### src/kscdf_pkg.sv
// ----------------------------------------------------------------------------
// kscdf_pkg
// Scancode constants, key tables and shared types for the decoder.
// ----------------------------------------------------------------------------
package kscdf_pkg;

  // Default ring size (holds one entry fewer than this)
  localparam int unsigned QUEUE_DEPTH_DEF = 256;

  // Output buffer sizing
  localparam int unsigned OB_DEPTH = 4;
  localparam int unsigned OB_PTR_W = 2;
  localparam int unsigned OB_CNT_W = 3;

  // Operation codes
  localparam logic OP_SCAN = 1'b0;
  localparam logic OP_READ = 1'b1;

  // Scancodes with special meaning
  localparam logic [7:0] SC_PREFIX   = 8'hE0;
  localparam logic [7:0] SC_ALT_MK   = 8'h38;
  localparam logic [7:0] SC_ALT_BRK  = 8'hB8;
  localparam logic [7:0] SC_CTRL_MK  = 8'h1D;
  localparam logic [7:0] SC_CTRL_BRK = 8'h9D;
  localparam logic [7:0] SC_LSH_MK   = 8'h2A;
  localparam logic [7:0] SC_LSH_BRK  = 8'hAA;
  localparam logic [7:0] SC_RSH_MK   = 8'h36;
  localparam logic [7:0] SC_RSH_BRK  = 8'hB6;
  localparam logic [7:0] SC_CAPS_MK  = 8'h3A;
  localparam logic [7:0] SC_CAPS_BRK = 8'hBA;
  localparam logic [7:0] SC_DELETE   = 8'h53;
  localparam logic [7:0] SC_LAST_KEY = 8'h39;

  localparam logic [1:0] PREFIX_LOAD = 2'd2;
  localparam logic [7:0] CH_DELETE   = 8'h7F;
  localparam logic [7:0] CTRL_MASK   = 8'h1F;
  localparam logic [7:0] CASE_BIT    = 8'h20;

  localparam int unsigned TAB_N = 58;

  localparam logic [7:0] PLAIN_TAB [TAB_N] = '{
    8'h00, 8'h1B, 8'h31, 8'h32, 8'h33, 8'h34, 8'h35, 8'h36,
    8'h37, 8'h38, 8'h39, 8'h30, 8'h2D, 8'h3D, 8'h08, 8'h09,
    8'h71, 8'h77, 8'h65, 8'h72, 8'h74, 8'h79, 8'h75, 8'h69,
    8'h6F, 8'h70, 8'h5B, 8'h5D, 8'h0D, 8'h80,
    8'h61, 8'h73, 8'h64, 8'h66, 8'h67, 8'h68, 8'h6A, 8'h6B,
    8'h6C, 8'h3B, 8'h27, 8'h60, 8'h80,
    8'h5C, 8'h7A, 8'h78, 8'h63, 8'h76, 8'h62, 8'h6E, 8'h6D,
    8'h2C, 8'h2E, 8'h2F, 8'h80,
    8'h2A, 8'h80, 8'h20
  };

  localparam logic [7:0] SHIFT_TAB [TAB_N] = '{
    8'h00, 8'h1B, 8'h21, 8'h40, 8'h23, 8'h24, 8'h25, 8'h5E,
    8'h26, 8'h2A, 8'h28, 8'h29, 8'h5F, 8'h2B, 8'h08, 8'h09,
    8'h51, 8'h57, 8'h45, 8'h52, 8'h54, 8'h59, 8'h55, 8'h49,
    8'h4F, 8'h50, 8'h7B, 8'h7D, 8'h0D, 8'h80,
    8'h41, 8'h53, 8'h44, 8'h46, 8'h47, 8'h48, 8'h4A, 8'h4B,
    8'h4C, 8'h3A, 8'h22, 8'h7E, 8'h80,
    8'h7C, 8'h5A, 8'h58, 8'h43, 8'h56, 8'h42, 8'h4E, 8'h4D,
    8'h3C, 8'h3E, 8'h3F, 8'h80,
    8'h2A, 8'h80, 8'h20
  };

  // Character push from the decoder into the ring
  typedef struct packed {
    logic       valid;
    logic [7:0] ch;
  } push_t;

  // One result beat
  typedef struct packed {
    logic       read_valid;
    logic [7:0] read_char;
    logic       reset_request;
    logic       key_dropped;
  } result_t;

  // Table lookup; Delete gives the same code in both tables
  function automatic logic [7:0] kscdf_lookup(input logic shifted, input logic [7:0] code);
    logic [7:0] val;
    val = 8'h00;
    if (code == SC_DELETE) begin
      val = CH_DELETE;
    end else if (code <= SC_LAST_KEY) begin
      val = shifted ? SHIFT_TAB[code[5:0]] : PLAIN_TAB[code[5:0]];
    end
    return val;
  endfunction

endpackage

### src/kscdf_decode.sv
// ----------------------------------------------------------------------------
// kscdf_decode
// Modifier flags, extended-prefix counter and scancode translation.
// ----------------------------------------------------------------------------
module kscdf_decode import kscdf_pkg::*; (
  input  logic       clk_i,
  input  logic       rst_ni,
  input  logic       scan_i,
  input  logic [7:0] scancode_i,
  output push_t      push_o,
  output logic       reset_req_o
);

  logic       alt_q, alt_d;
  logic       ctrl_q, ctrl_d;
  logic       shift_q, shift_d;
  logic       caps_q, caps_d;
  logic [1:0] pc_q, pc_d;
  logic [1:0] pc_dec;
  logic       translate;
  logic [7:0] base;
  logic [7:0] ch;

  // Flag and prefix update
  always_comb begin
    pc_dec      = (pc_q != 2'd0) ? (pc_q - 2'd1) : pc_q;
    alt_d       = alt_q;
    ctrl_d      = ctrl_q;
    shift_d     = shift_q;
    caps_d      = caps_q;
    pc_d        = pc_q;
    translate   = 1'b0;
    reset_req_o = 1'b0;
    if (scan_i) begin
      pc_d = pc_dec;
      case (scancode_i)
        SC_PREFIX:   pc_d    = PREFIX_LOAD;
        SC_ALT_MK:   alt_d   = 1'b1;
        SC_ALT_BRK:  alt_d   = 1'b0;
        SC_CTRL_MK:  ctrl_d  = 1'b1;
        SC_CTRL_BRK: ctrl_d  = 1'b0;
        SC_RSH_MK:   shift_d = 1'b1;
        SC_RSH_BRK:  shift_d = 1'b0;
        SC_CAPS_MK:  caps_d  = 1'b1;
        SC_CAPS_BRK: caps_d  = 1'b0;
        // left shift is a fake shift while a prefix is live
        SC_LSH_MK: begin
          if (pc_dec == 2'd0) shift_d = 1'b1;
        end
        SC_LSH_BRK: begin
          if (pc_dec == 2'd0) shift_d = 1'b0;
        end
        SC_DELETE: begin
          reset_req_o = ctrl_q && alt_q;
          translate   = 1'b1;
        end
        default: translate = !scancode_i[7] && (scancode_i <= SC_LAST_KEY);
      endcase
    end
  end

  // Character: ctrl masks the plain value, caps swaps letter case
  always_comb begin
    base = kscdf_lookup(shift_q && !ctrl_q, scancode_i);
    ch   = base;
    if (ctrl_q) begin
      ch = base & CTRL_MASK;
    end else if (caps_q) begin
      if (base inside {[8'h41:8'h5A]}) begin
        ch = base + CASE_BIT;
      end else if (base inside {[8'h61:8'h7A]}) begin
        ch = base - CASE_BIT;
      end
    end
  end

  assign push_o.valid = translate;
  assign push_o.ch    = ch;

  always_ff @(posedge clk_i or negedge rst_ni) begin
    if (!rst_ni) begin
      alt_q   <= 1'b0;
      ctrl_q  <= 1'b0;
      shift_q <= 1'b0;
      caps_q  <= 1'b0;
      pc_q    <= 2'd0;
    end else begin
      alt_q   <= alt_d;
      ctrl_q  <= ctrl_d;
      shift_q <= shift_d;
      caps_q  <= caps_d;
      pc_q    <= pc_d;
    end
  end

endmodule

### src/kscdf_ring.sv
// ----------------------------------------------------------------------------
// kscdf_ring
// Character ring in a synchronous memory; registered read, one access a beat.
// ----------------------------------------------------------------------------
module kscdf_ring import kscdf_pkg::*; #(
  parameter int unsigned QUEUE_DEPTH = QUEUE_DEPTH_DEF
) (
  input  logic       clk_i,
  input  logic       rst_ni,
  input  push_t      push_i,
  input  logic       pop_i,
  output logic       pop_hit_o,
  output logic       drop_o,
  output logic [7:0] rd_data_o
);

  localparam int unsigned PTR_W = (QUEUE_DEPTH > 1) ? $clog2(QUEUE_DEPTH) : 1;
  localparam logic [PTR_W-1:0] LAST = PTR_W'(QUEUE_DEPTH - 1);

  logic [7:0]       mem_q [QUEUE_DEPTH];
  logic [PTR_W-1:0] head_q, head_d;
  logic [PTR_W-1:0] tail_q, tail_d;
  logic [PTR_W-1:0] head_nxt, tail_nxt;
  logic             wr_en;
  logic [7:0]       rd_q;

  // Pointer wrap and full/empty
  always_comb begin
    head_nxt  = (head_q == LAST) ? '0 : (head_q + PTR_W'(1));
    tail_nxt  = (tail_q == LAST) ? '0 : (tail_q + PTR_W'(1));
    pop_hit_o = pop_i && (head_q != tail_q);
    wr_en     = push_i.valid && (tail_nxt != head_q);
    drop_o    = push_i.valid && (tail_nxt == head_q);
    head_d    = pop_hit_o ? head_nxt : head_q;
    tail_d    = wr_en ? tail_nxt : tail_q;
  end

  always_ff @(posedge clk_i or negedge rst_ni) begin
    if (!rst_ni) begin
      head_q <= '0;
      tail_q <= '0;
    end else begin
      head_q <= head_d;
      tail_q <= tail_d;
    end
  end

  // Storage; a read never hits the entry written in the same beat
  always_ff @(posedge clk_i) begin
    if (wr_en) mem_q[tail_q] <= push_i.ch;
    if (pop_hit_o) rd_q <= mem_q[head_q];
  end

  assign rd_data_o = rd_q;

endmodule

### src/kscdf_outbuf.sv
// ----------------------------------------------------------------------------
// kscdf_outbuf
// Small result buffer that decouples the output stall from the input side.
// ----------------------------------------------------------------------------
module kscdf_outbuf import kscdf_pkg::*; (
  input  logic                clk_i,
  input  logic                rst_ni,
  input  logic                wr_i,
  input  result_t             wr_data_i,
  output logic                valid_o,
  input  logic                stall_i,
  output result_t             data_o,
  output logic [OB_CNT_W-1:0] count_o
);

  result_t             buf_q [OB_DEPTH];
  logic [OB_PTR_W-1:0] wp_q, rp_q;
  logic [OB_CNT_W-1:0] cnt_q, cnt_d;
  logic                rd;

  assign valid_o = (cnt_q != '0);
  assign rd      = valid_o && !stall_i;
  assign data_o  = buf_q[rp_q];
  assign count_o = cnt_q;

  // Occupancy
  always_comb begin
    cnt_d = cnt_q;
    if (wr_i && !rd) cnt_d = cnt_q + OB_CNT_W'(1);
    if (!wr_i && rd) cnt_d = cnt_q - OB_CNT_W'(1);
  end

  always_ff @(posedge clk_i or negedge rst_ni) begin
    if (!rst_ni) begin
      wp_q  <= '0;
      rp_q  <= '0;
      cnt_q <= '0;
    end else begin
      cnt_q <= cnt_d;
      if (wr_i) wp_q <= wp_q + OB_PTR_W'(1);
      if (rd) rp_q <= rp_q + OB_PTR_W'(1);
    end
  end

  always_ff @(posedge clk_i) begin
    if (wr_i) buf_q[wp_q] <= wr_data_i;
  end

endmodule

### src/keyboard_scancode_decoder_fifo_top.sv
// ----------------------------------------------------------------------------
// keyboard_scancode_decoder_fifo_top
// Set-1 scancode translator with a character ring and read requests.
//
//   channel | direction | handshake              | fields
//   --------+-----------+------------------------+---------------------------
//   in      | to block  | in_valid_i/in_stall_o  | op, scancode
//   out     | from block| out_valid_o/out_stall_i| read_valid, read_char,
//           |           |                        | reset_request, key_dropped
//
// One beat per cycle in while in_stall_o is low, one result per beat. The
// accept cycle does lookup, flag update and the single ring access; the next
// cycle returns the registered memory read to the output buffer.
// Reset clears flags, prefix counter and ring pointers; ring storage is not
// cleared and needs no sweep. in_stall_o comes from registered occupancy of
// the four-entry output buffer, never directly from out_stall_i.
// ----------------------------------------------------------------------------
module keyboard_scancode_decoder_fifo_top import kscdf_pkg::*; #(
  parameter int unsigned QUEUE_DEPTH = QUEUE_DEPTH_DEF
) (
  input  logic       clk_i,
  input  logic       rst_ni,
  input  logic       in_valid_i,
  output logic       in_stall_o,
  input  logic       op_i,
  input  logic [7:0] scancode_i,
  output logic       out_valid_o,
  input  logic       out_stall_i,
  output logic       read_valid_o,
  output logic [7:0] read_char_o,
  output logic       reset_request_o,
  output logic       key_dropped_o
);

  logic                in_beat;
  push_t               push;
  logic                reset_req;
  logic                pop_hit;
  logic                drop;
  logic [7:0]          rd_data;
  logic [OB_CNT_W-1:0] ob_count;
  result_t             res_b;
  result_t             res_out;

  logic b_valid_q;
  logic b_rvalid_q;
  logic b_req_q;
  logic b_drop_q;

  // Accept while the output buffer has room for everything in flight
  assign in_stall_o = ({1'b0, ob_count} + (OB_CNT_W + 1)'(b_valid_q))
                      >= (OB_CNT_W + 1)'(OB_DEPTH);
  assign in_beat    = in_valid_i && !in_stall_o;

  kscdf_decode u_decode (
    .clk_i       (clk_i),
    .rst_ni      (rst_ni),
    .scan_i      (in_beat && (op_i == OP_SCAN)),
    .scancode_i  (scancode_i),
    .push_o      (push),
    .reset_req_o (reset_req)
  );

  kscdf_ring #(
    .QUEUE_DEPTH (QUEUE_DEPTH)
  ) u_ring (
    .clk_i     (clk_i),
    .rst_ni    (rst_ni),
    .push_i    (push),
    .pop_i     (in_beat && (op_i == OP_READ)),
    .pop_hit_o (pop_hit),
    .drop_o    (drop),
    .rd_data_o (rd_data)
  );

  // Read-return stage: waits on the memory read data
  always_ff @(posedge clk_i or negedge rst_ni) begin
    if (!rst_ni) begin
      b_valid_q <= 1'b0;
    end else begin
      b_valid_q <= in_beat;
    end
  end

  always_ff @(posedge clk_i) begin
    if (in_beat) begin
      b_rvalid_q <= pop_hit;
      b_req_q    <= reset_req;
      b_drop_q   <= drop;
    end
  end

  always_comb begin
    res_b.read_valid    = b_rvalid_q;
    res_b.read_char     = b_rvalid_q ? rd_data : 8'h00;
    res_b.reset_request = b_req_q;
    res_b.key_dropped   = b_drop_q;
  end

  kscdf_outbuf u_outbuf (
    .clk_i     (clk_i),
    .rst_ni    (rst_ni),
    .wr_i      (b_valid_q),
    .wr_data_i (res_b),
    .valid_o   (out_valid_o),
    .stall_i   (out_stall_i),
    .data_o    (res_out),
    .count_o   (ob_count)
  );

  assign read_valid_o    = res_out.read_valid;
  assign read_char_o     = res_out.read_char;
  assign reset_request_o = res_out.reset_request;
  assign key_dropped_o   = res_out.key_dropped;

endmodule

### config.mk
export PLATFORM = sky130hd
export DESIGN_NAME = keyboard_scancode_decoder_fifo_top
export DESIGN_NICKNAME = d
export VERILOG_FILES = /design/src/kscdf_pkg.sv /design/src/kscdf_decode.sv /design/src/kscdf_ring.sv /design/src/kscdf_outbuf.sv /design/src/keyboard_scancode_decoder_fifo_top.sv
export SDC_FILE = /design/constraint.sdc
export NUM_CORES = 2
export LEC_CHECK = 0
export BUFFER_PORTS_ARGS = -buffer_cell sky130_fd_sc_hd__buf_2
export CORE_UTILIZATION = 55
export CTS_CLUSTER_SIZE = 8
export DETAILED_ROUTE_END_ITERATION = 10
export PLACE_DENSITY = 0.72
export SYNTH_ARGS = -nofsm -noshare
export SYNTH_HDL_FRONTEND = slang
export SYNTH_SLANG_ARGS = --single-unit
### constraint.sdc
create_clock -name clk_i -period 24.4 [get_ports clk_i]
set_input_delay 7.32 -clock clk_i [delete_from_list [all_inputs] [get_ports clk_i]]
set_output_delay 7.32 -clock clk_i [all_outputs]
set_load 0.01 [all_outputs]
==> flow_summary.json <==
{
  "htreeDepth": 5,
  "fin_crit_ps": 12750,
  "drt_iter0_drc": 4862,
  "criticalPathCategory": "in -> reg",
  "avgSynthCellArea_um2": 22.5,
  "fmax_ghz": 0.0784,
  "slew_headroom_pct": 10.9,
  "wl_per_cell_um": 31.7,
  "rsz0062_at_grt": "false",
  "die_h_um": 393,
  "seq_area_frac_synth_pct": 76.0,
  "worst_pin_slew_ps": 1330,
  "crit_required_ps": 24990,
  "crit_path_start_kind": "input pin",
  "grt_max_degree": 258,
  "die-width_um": 393,
  "port_buffers": 25,
  "slowest_stage": "buf_4",
  "yosysWarnings": 0,
  "grt_pass1_wl_mm": 277,
  "dieArea_mm2": 0.154,
  "p_leak_nw": 29.2,
  "hold_buffers": 0,
  "path_common_cell": "buf_4",
  "post_cts_buffers": 0,
  "dp.cells": 5612,
  "tns_ps": 0,
  "cts.sinks": 2133,
  "cts-resized-gates": 0,
  "synth_ff_type": "edfxtp_1",
  "syn-instance-count": 3731,
  "coreArea_mm2": 0.152,
  "gp_congestion": 0.860,
  "hold_viol": 0,
  "vias_per_cell": 6.61,
  "syn-num-nets": 3770,
  "fin_crit_sh_pct": 52.3,
  "via_count": 39400,
  "ys_ff_latch": 2133,
  "skew_ps": 64.2,
  "cts_buffers": 316,
  "powerDensity_mw_per_mm2": 109,
  "hpwl_mm": 104,
  "ios": 26,
  "ctsRootBufferMaster": "clkbuf_16",
  "syn-cell-area_mm2": 0.0841,
  "critPathBufInv": 5,
  "worstSetupPathDepth": 15,
  "antenna_found_initial": 7,
  "synth_edf_count": 2103,
  "row_count": 143,
  "drv_cap": 0,
  "worstHoldPathType": "reg -> reg",
  "status": "completed",
  "initial_core_util_pct": 55.4,
  "cp_cell_sequence": "buf_2 -> inv_1 -> ha_1 -> o21bai_1 -> a311oi_1 -> o311ai_1 -> a31oi_4 -> buf_12 -> nor4b_2 -> a31oi_1 -> a2111oi_2 -> o21ai_1 -> mux2_8 -> buf_4 -> buf_4",
  "area_delta_synth_final_pct": 12.5,
  "slew_violations": 0,
  "ant_nets": 0,
  "ir_drop_uv": 98.8,
  "min_path_cells": 1,
  "ctsLongestPathBuffers": 4,
  "nets": 3939,
  "overflow": 0,
  "stdcell_count": 5970,
  "grtUsageTotal_pct": 25.0,
  "routed_wl_mm": 189,
  "first_pass_iters": 6,
  "report.power.total_mw": 10.3,
  "finalSetupViolCount": 0,
  "clk_latency_ps": 910,
  "ys_async_sr_fraction_pct": 1.41,
  "critPathTopFamily": "buffers and inverters",
  "critPathCaptureType": "register",
  "crit_arrival_ps": 13340,
  "grt_pass1_vias": 40000,
  "synth_cell_type_count": 72,
  "path_max_fanout": 257,
  "clk_pin_slew_ps": 50,
  "post-route-drc-count": 0,
  "crit_path_max_incr_delay_ps": 740,
  "drive_above_1_share_pct": 28.9,
  "cts_tree": "done",
  "ff2ff_path_depth": 8
}
==> path summary, 6_finish.rpt <==
kind | from | to | slack [ps]
worst max register to register | u_ring.head_q[0] | u_ring.rd_data_o[3] | 17820
worst min register to register | u_outbuf.count_o[2] | u_outbuf.count_o[2] | 480
max in group asynchronous | rst_ni | u_ring.head_q[1] | 17310
worst min-delay path | u_outbuf.count_o[2] | u_outbuf.count_o[2] | 480
worst max-delay path | scancode_i[1] | u_ring.mem_q[109][5] | 11650
min in group asynchronous | rst_ni | u_outbuf.wp_q[0] | 6480
==> stage by stage <==
step / area (µm²) / setup slack, ps / hold slack [ps] / util (%)
CTS: 94600 / 11740 / 490 / 62.3
detailed placement: 86400 / 10830 / 480 / 56.9
global route: 94600 / 11240 / 510 / 62.3
finish: 94600 / 11650 / 484 / 62.3
global placement: 86400 / 11020 / 471 / 56.9
floorplan: 84100 / 1630 / 449 / -
==> synth_stat cells, types with 3 or more instances <==
cell,n,area (µm²)
nor3_1,8,40.0
nand3_1,20,100
o311ai_0,4,35.0
or2_2,4,25.0
nor2_1,291,1090
a21o_1,3,22.5
nor2b_1,15,93.8
mux2_2,5,56.3
and2_1,17,106
nand2_1,67,251
o31a_1,4,35.0
o211ai_1,8,60.1
a211oi_1,5,37.5
o21ai_0,35,175
o31ai_1,5,37.5
xnor2_1,19,166
a31oi_1,12,75.1
clkbuf_1,129,484
o221ai_1,3,26.3
xor2_1,9,78.8
buf_1,37,139
mux4_2,690,15500
buf_2,51,255
o2111ai_1,3,26.3
edfxtp_1,2103,63200
nand2b_1,15,93.8
dfrtp_1,30,751
a211o_1,4,35.0
nand4_1,11,68.8
inv_1,22,82.6
a21oi_1,15,75.1
or3_1,3,18.8
ha_1,25,313
and3_1,9,56.3
==> area by class of cell <==
cell class,instances,area (µm²)
clock buffer,353,8200
clock inverter,4,31.3
antenna,1,2.50
inverter,24,97.6
timing repair buffer,71,520
multi-input combinational,1354,19300
fill,9762,57300
sequential,2133,63900
tap,2030,2540
==> cells by family after synthesis <==
| logic type | after synthesis | synth area share (%) |
|---|---|---|
| xor+xnor | 29 | 0.311 |
| simple gates | 476 | 2.48 |
| flops | 2133 | 76.0 |
| mux | 698 | 18.6 |
| fa+ha+maj | 26 | 0.396 |
| buf+inv | 244 | 1.19 |
| compound gates | 125 | 1.07 |
==> worst reg2reg max path, stage by stage, from the launching register on <==
cell     delay, ps
dfrtp_4        830
buf_4          830
buf_4          730
buf_4          860
buf_4          720
mux4_2         620
mux4_2         540
mux4_2         630
mux4_2         560
==> sequential cells by signal, indices dropped and copies added (netlist names) <==
signal	cells
u_outbuf.wp_q	2
b_rvalid_q	1
b_valid_q	1
u_ring.tail_q	8
u_decode.shift_q	1
u_ring.rd_data_o	8
u_ring.mem_q	2048
u_outbuf.rp_q	2
u_outbuf.count_o	3
b_drop_q	1
u_decode.alt_q	1
u_decode.ctrl_q	1
u_decode.pc_q	2
b_req_q	1
u_outbuf.buf_q	44
u_ring.head_q	8
u_decode.caps_q	1
==> layout by cell type, fill, tap and decap left out, types with 22 or more instances in the layout <==
cell	count
nand2_1	52
dfrtp_1	25
buf_2	25
inv_1	22
nor2_1	291
mux4_2	690
o21ai_0	34
clkbuf_16	323
ha_1	25
edfxtp_1	2103
clkbuf_1	30
buf_4	42
==> report_power, final <==
group	total (mW)	switching (mW)	leakage, nW	internal (mW)
registers	4.17	0.0828	19.5	4.09
clock network	3.73	1.41	4.03	2.32
logic	2.38	1.25	5.64	1.13
==> metal layers <==
layer	wire length (µm)	GRT usage, %	share of wire [%]	up-vias
li1	-	-	-	16000
met1	74000	35.4	39	21000
met2	93600	39.4	49	2102
met3	16800	5.78	8.9	318
met4	4750	7.51	2.5	6
met5	43	0	0.023	-
Power figures use the tool's default switching activity.
